`config.mk`:
```
export PLATFORM = sky130hd
export DESIGN_NAME = printer_status_response_classifier_top
export DESIGN_NICKNAME = d
export VERILOG_FILES = /design/src/design/psrc_pkg.sv /design/src/design/psrc_ctrl.sv /design/src/design/psrc_dp.sv /design/src/design/printer_status_response_classifier_top.sv
export SDC_FILE = /design/constraint.sdc
export NUM_CORES = 1
export LEC_CHECK = 0
export ABC_CLOCK_PERIOD_IN_PS = 13800
export BUFFER_PORTS_ARGS = -buffer_cell sky130_fd_sc_hd__buf_2
export CAP_MARGIN = 20
export CORE_ASPECT_RATIO = 0.6
export CORE_UTILIZATION = 35
export CTS_CLUSTER_SIZE = 20
export DETAILED_ROUTE_END_ITERATION = 8
export HOLD_SLACK_MARGIN = 0.12
export PLACE_DENSITY = 0.52
export SYNTH_ARGS = -nofsm -noshare
export SYNTH_HDL_FRONTEND = slang
export SYNTH_HIERARCHICAL = 1
export SYNTH_SLANG_ARGS = --single-unit
```
`constraint.sdc`:
```
create_clock -name clk -period 13.8 [get_ports clk]
set_input_delay 2.07 -clock clk [delete_from_list [all_inputs] [get_ports clk]]
set_output_delay 2.07 -clock clk [all_outputs]
set_load 0.05 [all_outputs]
```
`src/design/psrc_pkg.sv`:
```
package psrc_pkg;

	localparam int unsigned EXPECT_DEPTH_DEF = 8;
	localparam int unsigned QUEUED_MAX_DEF   = 255;

	localparam int unsigned HOLD_DEPTH = 7;

	localparam logic [7:0] ACK_HEAD0 = 8'h37;
	localparam logic [7:0] ACK_HEAD1 = 8'h22;
	localparam logic [7:0] ACK_TAIL  = 8'h00;
	localparam logic [7:0] FIX_MASK  = 8'h93;
	localparam logic [7:0] AUTO_BITS = 8'h10;
	localparam logic [7:0] RT_BITS   = 8'h12;
	localparam logic [7:0] PRINT_LO  = 8'h20;
	localparam logic [7:0] PRINT_HI  = 8'h7E;

	typedef enum logic [1:0] {
		OP_BYTE   = 2'd0,
		OP_RT     = 2'd1,
		OP_QUEUED = 2'd2,
		OP_FLUSH  = 2'd3
	} op_t;

	typedef enum logic [2:0] {
		EV_ACK     = 3'd0,
		EV_AUTO    = 3'd1,
		EV_RT      = 3'd2,
		EV_QUEUED  = 3'd3,
		EV_UNKNOWN = 3'd4
	} event_t;

	typedef enum logic [1:0] {
		ST_IDLE,
		ST_EVAL,
		ST_OUT
	} state_t;

	// controller -> datapath
	typedef struct packed {
		logic load;      // take the input beat
		logic capture;   // latch one event, retire its bytes
		logic mark_last; // held event ends the run
	} cmd_t;

	// datapath -> controller
	typedef struct packed {
		logic emit;      // an event is ready to be classified now
	} status_t;

endpackage

```
`src/design/psrc_ctrl.sv`:
```
module psrc_ctrl (
	input  logic             clk,
	input  logic             arst_n,
	input  logic             in_valid,
	output logic             in_ready,
	output logic             out_valid,
	input  logic             out_ready,
	input  psrc_pkg::status_t sts,
	output psrc_pkg::cmd_t    cmd
);
	import psrc_pkg::*;

	state_t state_q, state_d;
	logic   has_pend_q, has_pend_d;
	logic   last_q, last_d;

	always_ff @(posedge clk or negedge arst_n) begin
		if (!arst_n) begin
			state_q    <= ST_IDLE;
			has_pend_q <= 1'b0;
			last_q     <= 1'b0;
		end else begin
			state_q    <= state_d;
			has_pend_q <= has_pend_d;
			last_q     <= last_d;
		end
	end

	always_comb begin
		state_d       = state_q;
		has_pend_d    = has_pend_q;
		last_d        = last_q;
		cmd           = '0;
		in_ready      = 1'b0;
		out_valid     = 1'b0;
		case (state_q)
			ST_IDLE: begin
				in_ready = 1'b1;
				if (in_valid) begin
					cmd.load = 1'b1;
					state_d  = ST_EVAL;
				end
			end
			ST_EVAL: begin
				if (sts.emit && !has_pend_q) begin
					cmd.capture = 1'b1;
					has_pend_d  = 1'b1;
				end else if (sts.emit) begin
					last_d  = 1'b0;
					state_d = ST_OUT;
				end else if (has_pend_q) begin
					cmd.mark_last = 1'b1;
					last_d        = 1'b1;
					state_d       = ST_OUT;
				end else begin
					state_d = ST_IDLE;
				end
			end
			ST_OUT: begin
				out_valid = 1'b1;
				if (out_ready) begin
					has_pend_d = 1'b0;
					state_d    = last_q ? ST_IDLE : ST_EVAL;
				end
			end
			default: begin
				state_d = ST_IDLE;
			end
		endcase
	end

	a_out_has_event: assert property (@(posedge clk) disable iff (!arst_n)
		out_valid |-> has_pend_q)
		else $error("beat offered with no event held");

	a_idle_empty: assert property (@(posedge clk) disable iff (!arst_n)
		in_ready |-> !has_pend_q)
		else $error("input taken while an event is still held");

	a_no_double_capture: assert property (@(posedge clk) disable iff (!arst_n)
		cmd.capture |=> !cmd.capture)
		else $error("event captured over an undelivered one");

endmodule

```
`src/design/psrc_dp.sv`:
```
module psrc_dp #(
	parameter int unsigned EXPECT_DEPTH = psrc_pkg::EXPECT_DEPTH_DEF,
	parameter int unsigned QUEUED_MAX   = psrc_pkg::QUEUED_MAX_DEF
) (
	input  logic              clk,
	input  logic              arst_n,
	input  psrc_pkg::cmd_t    cmd,
	output psrc_pkg::status_t sts,
	input  logic [1:0]        operation,
	input  logic [7:0]        data_byte,
	input  logic [1:0]        request_kind,
	output logic [2:0]        event_kind,
	output logic [31:0]       ack_token,
	output logic [31:0]       status_frame,
	output logic [7:0]        single_byte,
	output logic [1:0]        answered_kind,
	output logic [11:0]       flag_values,
	output logic [11:0]       flag_valid,
	output logic              last_of_run
);
	import psrc_pkg::*;

	localparam int unsigned CW = $clog2(EXPECT_DEPTH + 1);
	localparam int unsigned QW = $clog2(QUEUED_MAX + 1);

	logic [7:0]    held_q [HOLD_DEPTH];
	logic [2:0]    held_cnt_q;
	logic [1:0]    exp_q [EXPECT_DEPTH];
	logic [CW-1:0] exp_cnt_q;
	logic [QW-1:0] pend_q;
	logic          force_q;

	function automatic logic printable(input logic [7:0] b);
		printable = (b >= PRINT_LO) && (b <= PRINT_HI);
	endfunction

	function automatic logic [23:0] decode_rt(input logic [1:0] k, input logic [7:0] v);
		logic [11:0] f;
		logic [11:0] m;
		f = '0;
		m = '0;
		case (k)
			2'd0: begin
				f = {8'd0, v[6], v[5], ~v[3], v[2]};
				m = 12'h00F;
			end
			2'd1: begin
				f = {v[5], 4'd0, v[6], v[3], v[2], 4'd0};
				m = 12'h870;
			end
			2'd2: begin
				f = {2'd0, v[6], v[5], v[3], 7'd0};
				m = 12'h380;
			end
			default: begin
				f = {v[5], v[2], 10'd0};
				m = 12'hC00;
			end
		endcase
		decode_rt = {f, m};
	endfunction

	// classification of the held bytes
	logic        first_ack, first_auto, bad_ack, bad_auto;
	logic        ack_emit, ack_hold, auto_emit, auto_hold, lone;
	logic        is_rt, is_q;
	logic [23:0] rt_dec;
	logic [11:0] auto_flags;

	always_comb begin
		first_ack  = (held_cnt_q != 3'd0) && (held_q[0] == ACK_HEAD0);
		first_auto = (held_cnt_q != 3'd0) && ((held_q[0] & FIX_MASK) == AUTO_BITS);
		bad_ack    = (held_cnt_q >= 3'd2) && (held_q[1] != ACK_HEAD1);
		for (int i = 2; i < 6; i++) begin
			if ((held_cnt_q > 3'(i)) && !printable(held_q[i]))
				bad_ack = 1'b1;
		end
		if ((held_cnt_q == 3'd7) && (held_q[6] != ACK_TAIL))
			bad_ack = 1'b1;
		bad_auto = 1'b0;
		for (int i = 1; i < 4; i++) begin
			if ((held_cnt_q > 3'(i)) && ((held_q[i] & FIX_MASK) != AUTO_BITS))
				bad_auto = 1'b1;
		end
		ack_emit  = first_ack && !bad_ack && (held_cnt_q == 3'd7);
		ack_hold  = first_ack && !bad_ack && (held_cnt_q != 3'd7) && !force_q;
		auto_emit = first_auto && !bad_auto && (held_cnt_q >= 3'd4);
		auto_hold = first_auto && !bad_auto && (held_cnt_q < 3'd4) && !force_q;
		lone      = (held_cnt_q != 3'd0) && !ack_emit && !ack_hold && !auto_emit && !auto_hold;
		is_rt     = (exp_cnt_q != '0) && ((held_q[0] & FIX_MASK) == RT_BITS);
		is_q      = !is_rt && (pend_q != '0);
		rt_dec    = decode_rt(exp_q[0], held_q[0]);
		auto_flags = {held_q[3][5], held_q[3][2], held_q[2][6], held_q[2][5], held_q[2][3],
			held_q[1][6], held_q[1][3], held_q[1][2], held_q[0][6], held_q[0][5],
			~held_q[0][3], held_q[0][2]};
	end

	assign sts.emit = ack_emit || auto_emit || lone;

	logic do_pop, do_push;
	assign do_pop  = cmd.capture && lone && is_rt;
	assign do_push = cmd.load && (op_t'(operation) == OP_RT) &&
		(exp_cnt_q < CW'(EXPECT_DEPTH));

	always_ff @(posedge clk or negedge arst_n) begin
		if (!arst_n) begin
			held_cnt_q <= '0;
			exp_cnt_q  <= '0;
			pend_q     <= '0;
			force_q    <= 1'b0;
		end else begin
			if (cmd.load) begin
				force_q <= (op_t'(operation) == OP_FLUSH);
				case (op_t'(operation))
					OP_BYTE: begin
						if (held_cnt_q < 3'd7)
							held_cnt_q <= held_cnt_q + 3'd1;
					end
					OP_RT: begin
						if (do_push)
							exp_cnt_q <= exp_cnt_q + CW'(1);
					end
					OP_QUEUED: begin
						if (pend_q < QW'(QUEUED_MAX))
							pend_q <= pend_q + QW'(1);
					end
					default: begin
					end
				endcase
			end else if (cmd.capture) begin
				if (ack_emit)
					held_cnt_q <= '0;
				else if (auto_emit)
					held_cnt_q <= held_cnt_q - 3'd4;
				else
					held_cnt_q <= held_cnt_q - 3'd1;
				if (do_pop)
					exp_cnt_q <= exp_cnt_q - CW'(1);
				if (lone && is_q)
					pend_q <= pend_q - QW'(1);
			end
		end
	end

	// hold buffer
	always_ff @(posedge clk) begin
		if (cmd.load && (op_t'(operation) == OP_BYTE) && (held_cnt_q < 3'd7)) begin
			held_q[held_cnt_q] <= data_byte;
		end else if (cmd.capture && auto_emit) begin
			for (int i = 0; i < 3; i++)
				held_q[i] <= held_q[i + 4];
		end else if (cmd.capture && lone) begin
			for (int i = 0; i < 6; i++)
				held_q[i] <= held_q[i + 1];
		end
	end

	// expectation queue, head at entry 0
	always_ff @(posedge clk) begin
		if (do_push) begin
			for (int i = 0; i < EXPECT_DEPTH; i++)
				if (exp_cnt_q == CW'(i))
					exp_q[i] <= request_kind;
		end else if (do_pop) begin
			for (int i = 0; i < EXPECT_DEPTH - 1; i++)
				exp_q[i] <= exp_q[i + 1];
		end
	end

	// result register
	always_ff @(posedge clk) begin
		if (cmd.capture) begin
			ack_token     <= '0;
			status_frame  <= '0;
			single_byte   <= '0;
			answered_kind <= '0;
			flag_values   <= '0;
			flag_valid    <= '0;
			last_of_run   <= 1'b0;
			if (ack_emit) begin
				event_kind <= EV_ACK;
				ack_token  <= {held_q[2], held_q[3], held_q[4], held_q[5]};
			end else if (auto_emit) begin
				event_kind   <= EV_AUTO;
				status_frame <= {held_q[0], held_q[1], held_q[2], held_q[3]};
				flag_values  <= auto_flags;
				flag_valid   <= 12'hFFF;
			end else begin
				single_byte <= held_q[0];
				if (is_rt) begin
					event_kind    <= EV_RT;
					answered_kind <= exp_q[0];
					flag_values   <= rt_dec[23:12];
					flag_valid    <= rt_dec[11:0];
				end else if (is_q) begin
					event_kind <= EV_QUEUED;
				end else begin
					event_kind <= EV_UNKNOWN;
				end
			end
		end else if (cmd.mark_last) begin
			last_of_run <= 1'b1;
		end
	end

endmodule

```
`src/design/printer_status_response_classifier_top.sv`:
```
// channel | signals                                        | beat taken when
// --------+------------------------------------------------+--------------------
// in      | operation, data_byte, request_kind             | in_valid & in_ready
// out     | event_kind, ack_token, status_frame,           | out_valid & out_ready
//         | single_byte, answered_kind, flag_values,       |
//         | flag_valid, last_of_run                        |
//
// One input beat per run: a load step, then for each event a capture step, a look-ahead
// step and an output state.
// Up to 7 events per run, one classify step of the hold buffer per event.
// in_ready is high only in idle, so the next input waits for the run to finish.
// out_valid holds with its payload until out_ready; the run stalls meanwhile.
// arst_n clears counts and control; buffer contents need no reset.
module printer_status_response_classifier_top #(
	parameter int unsigned EXPECT_DEPTH = psrc_pkg::EXPECT_DEPTH_DEF,
	parameter int unsigned QUEUED_MAX   = psrc_pkg::QUEUED_MAX_DEF
) (
	input  logic        clk,
	input  logic        arst_n,
	input  logic        in_valid,
	output logic        in_ready,
	input  logic [1:0]  operation,
	input  logic [7:0]  data_byte,
	input  logic [1:0]  request_kind,
	output logic        out_valid,
	input  logic        out_ready,
	output logic [2:0]  event_kind,
	output logic [31:0] ack_token,
	output logic [31:0] status_frame,
	output logic [7:0]  single_byte,
	output logic [1:0]  answered_kind,
	output logic [11:0] flag_values,
	output logic [11:0] flag_valid,
	output logic        last_of_run
);
	import psrc_pkg::*;

	cmd_t    cmd;
	status_t sts;

	psrc_ctrl u_ctrl (
		.clk       (clk),
		.arst_n    (arst_n),
		.in_valid  (in_valid),
		.in_ready  (in_ready),
		.out_valid (out_valid),
		.out_ready (out_ready),
		.sts       (sts),
		.cmd       (cmd)
	);

	psrc_dp #(
		.EXPECT_DEPTH (EXPECT_DEPTH),
		.QUEUED_MAX   (QUEUED_MAX)
	) u_dp (
		.clk           (clk),
		.arst_n        (arst_n),
		.cmd           (cmd),
		.sts           (sts),
		.operation     (operation),
		.data_byte     (data_byte),
		.request_kind  (request_kind),
		.event_kind    (event_kind),
		.ack_token     (ack_token),
		.status_frame  (status_frame),
		.single_byte   (single_byte),
		.answered_kind (answered_kind),
		.flag_values   (flag_values),
		.flag_valid    (flag_valid),
		.last_of_run   (last_of_run)
	);

endmodule

```
==> results by group <==
Synth
  • Fraction of registers with async set/reset: 10.7%
  • #FFs+latches synth: 187
  • Synth top area cells: edfxtp_1 (56%), dfrtp_1 (5.6%), mux2_2 (4.7%)
  • Top-area cell type share of the netlist area: 56.1%
  • Post-synth EDFFs: 166
  • Count of cell types in the netlist: 80
  • Most frequent cell after synthesis: edfxtp_1
  • Synth Flop Type: edfxtp_1
  • Post-Synthesis Cell Area: 8890 um2
  • Post-synth top area cell: edfxtp_1
  • Post-synthesis cell count: 666
  • Average cell area after synthesis: 13.3 um2
  • Top post-synthesis cells by count: edfxtp_1 (166), nor2_1 (59), and2_1 (37), mux2_2 (37), nand2_1 (33)
  • Sequential fraction of the synthesis area: 61.9%
  • YS warnings: 6

Floorplan
  • Die Area: 26100 um2
  • Number of core rows: 44
  • Die H: 125 um
  • Top Ports: 120
  • Die Wd: 208 um
  • Initial core utilization: 36.2%
  • Area of the core: 24600 um2

Status
  • Status: complete, no violations

Global route
  • Initial antenna violation count: 0
  • Largest net degree at the start of global routing: 73
  • Vias in the first global route: 5826
  • First-pass GRT wire length: 35900 um
  • GR Util All Layers: 18.4%
  • GRT overflow: 0

Setup path
  • WP data required: 14.13 ns
  • R2R cell count: 14
  • Worst Setup End Kind: flop
  • Critical path peak fanout: 29
  • Setup CP Type: reg2reg
  • Worst path arrival time: 5.61 ns
  • CP startpoint kind: flop

STA
  • Worst-Margin Slew: 1.04 ns
  • Clk_skew: 0.0122 ns
  • Clock period minus worst slack: 5.29 ns
  • Setup TNS Final: 0 ns
  • Max Clk Rate: 189 MHz
  • Tcrit/Tclk final: 38.3%
  • Hold slack: 0.496 ns
  • Final setup violation count: 0
  • Hold Fails Final Rpt: 0
  • RSZ-0062 raised after global routing: no
  • Slew Viols, Final: 0
  • Worst rel slew slack: 30.5%

CTS
  • CTS Hold Bufs: 0
  • Setup Buffers After CTS: 0
  • Post_cts resized: 0
  • Clock buffer count from CTS: 17
  • Maximum buffer depth of the clock tree: 2
  • CTS tree: done
  • Clk_lat worst skew: 0.44 ns
  • Num Clock Sinks: 187
  • H-Tree Depth: 4
  • CTS clk-pin slew, worst paths: 0.07 ns
  • Clk root buf: clkbuf_16

Route
  • Routed Antenna Nets: 0
  • Routed WL: 23400 um
  • Wirelength per Cell: 20.9 um
  • Residual DRC: 0
  • Initial DRC Count: 549
  • DR pass1 iterations: 5
  • Avg Vias per Cell: 5.36
  • Via count: 5991

Pwr
  • Leak: 0.00397 uW
  • PD cells: 199 nW/um2
  • Max VDD drop: 88.3 uV

Layout
  • Final std cells w/o fill: 1118
  • Ant. Diodes: 0
  • Layout cell share with drive strength beyond 1: 27.5%
  • Nets: 818
  • Layout fillers: 2299
  • Layout area overhead: 15.7%

Worst hold path
  • Hold path depth: 2
  • Hold Crit Class: reg2reg

Job
  • Max Cap Viol: 0

Place
  • Placed Cells: 1085
  • Detail Placement HPWL: 17000 um
  • Placer Congestion: 0.888
  • IO Port Bufs: 119
==> state kept, by name (all words and copies together), names as in the netlist, 2 cells and up <==
signal              count
u_dp/pend_q             8
u_dp/event_kind         3
u_dp/flag_valid         5
u_dp/flag_values       12
u_dp/answered_kind      2
u_dp/held_q            56
u_dp/status_frame      32
u_dp/single_byte        8
u_dp/exp_q             16
u_ctrl/state_q          2
u_dp/ack_token         32
u_dp/exp_cnt_q          4
u_dp/held_cnt_q         3
==> critical path, stage by stage (launching register included) <==
cell and delay (ns):
dfrtp_1 0.54, inv_1 0.24, ha_1 0.26, nand2b_1 0.17, a32oi_1 0.41, nor3_2 0.27
a21oi_4 0.49, and2_4 0.44, nand2b_1 0.21, nor4bb_4 0.35, buf_4 0.44, nand2_1 0.26
a2111oi_4 0.57, a21boi_4 0.19, mux2_2 0.31
==> power by group <==
part	total [uW]	internal (uW)	switching, uW
clock	448	231	216
sequential	858	760	97.5
combinational	740	222	518
==> per-stage QoR <==
stage               power, uW  worst slack, ns  instance area, um2  util, %
global placement         1580             8.77                9740     39.7
global route             2140             8.20               10300     41.9
CTS                      2050             8.51               10300     41.8
detailed placement       1600             8.53                9750     39.7
floorplan                1430             6.63                8920        -
finish                   2050             8.51               10300     41.9
==> kinds of logic after synthesis <==
family	Yosys count	synth area share, %
AO/OA/AOI/OAI	129	11.8
XOR/XNOR	9	0.887
adder cells (fa/ha/maj)	18	2.62
buffers and inverters	66	3.76
flip-flops	187	61.9
multiplexers	43	5.41
other	1	0.0422
AND/OR/NAND/NOR	213	13.5
==> per-layer routing <==
layer	global-route usage, %	wire, um	vias up
met5	0	0	-
met4	5.23	269	0
met3	5.40	1760	21
met2	24.9	9440	235
met1	28.2	11900	2984
li1	-	-	2751
==> cells in the final DEF, fill, tap and decap left out, types with 4 or more instances in the layout <==
| cell | netlist | routed |
|---|---|---|
| edfxtp_1 | 166 | 166 |
| buf_2 | 15 | 121 |
| nor2_1 | 59 | 59 |
| mux2_2 | 37 | 37 |
| and2_1 | 37 | 37 |
| nand2_1 | 33 | 33 |
| a211oi_1 | 30 | 30 |
| o31ai_1 | 29 | 29 |
| inv_1 | 23 | 23 |
| dfrtp_1 | 20 | 20 |
| clkbuf_16 | 0 | 17 |
| ha_1 | 17 | 17 |
| and3_1 | 15 | 15 |
| nand3_1 | 12 | 12 |
| nand2b_1 | 11 | 11 |
| o21ai_0 | 10 | 10 |
| a21oi_1 | 9 | 9 |
| conb_1 | 1 | 9 |
| buf_4 | 10 | 8 |
| a21o_1 | 8 | 8 |
| xnor2_1 | 7 | 7 |
| nand4_1 | 6 | 6 |
| nor3_1 | 6 | 6 |
| clkinvlp_4 | 0 | 4 |
| nand3b_1 | 4 | 4 |
| o221ai_1 | 4 | 4 |
| nor4_1 | 4 | 4 |
==> path summary, 6_finish.rpt <==
kind / start / endpoint / slack (ns)
max in group asynchronous: arst_n / u_dp/held_cnt_q[0] / 11.85
setup / recovery: u_dp/held_cnt_q[0] / u_dp/pend_q[3] / 8.51
hold / removal: u_dp/last_of_run / u_dp/last_of_run / 0.50
setup reg to reg: u_dp/held_cnt_q[0] / u_dp/pend_q[3] / 8.51
min in group asynchronous: arst_n / u_dp/pend_q[2] / 1.59
hold reg to reg: u_dp/last_of_run / u_dp/last_of_run / 0.50
==> cell type report <==
type	count	area, um2	share of cell area, %
Clock buffer	19	433	4.21
Clock inverter	12	92.6	0.900
Inverter	27	101	0.985
Multi-Input combinational cell	421	3080	29.9
Sequential cell	187	5510	53.5
Tap cell	322	403	3.92
Timing Repair Buffer	130	673	6.54
(Power assumes the default switching activity.)
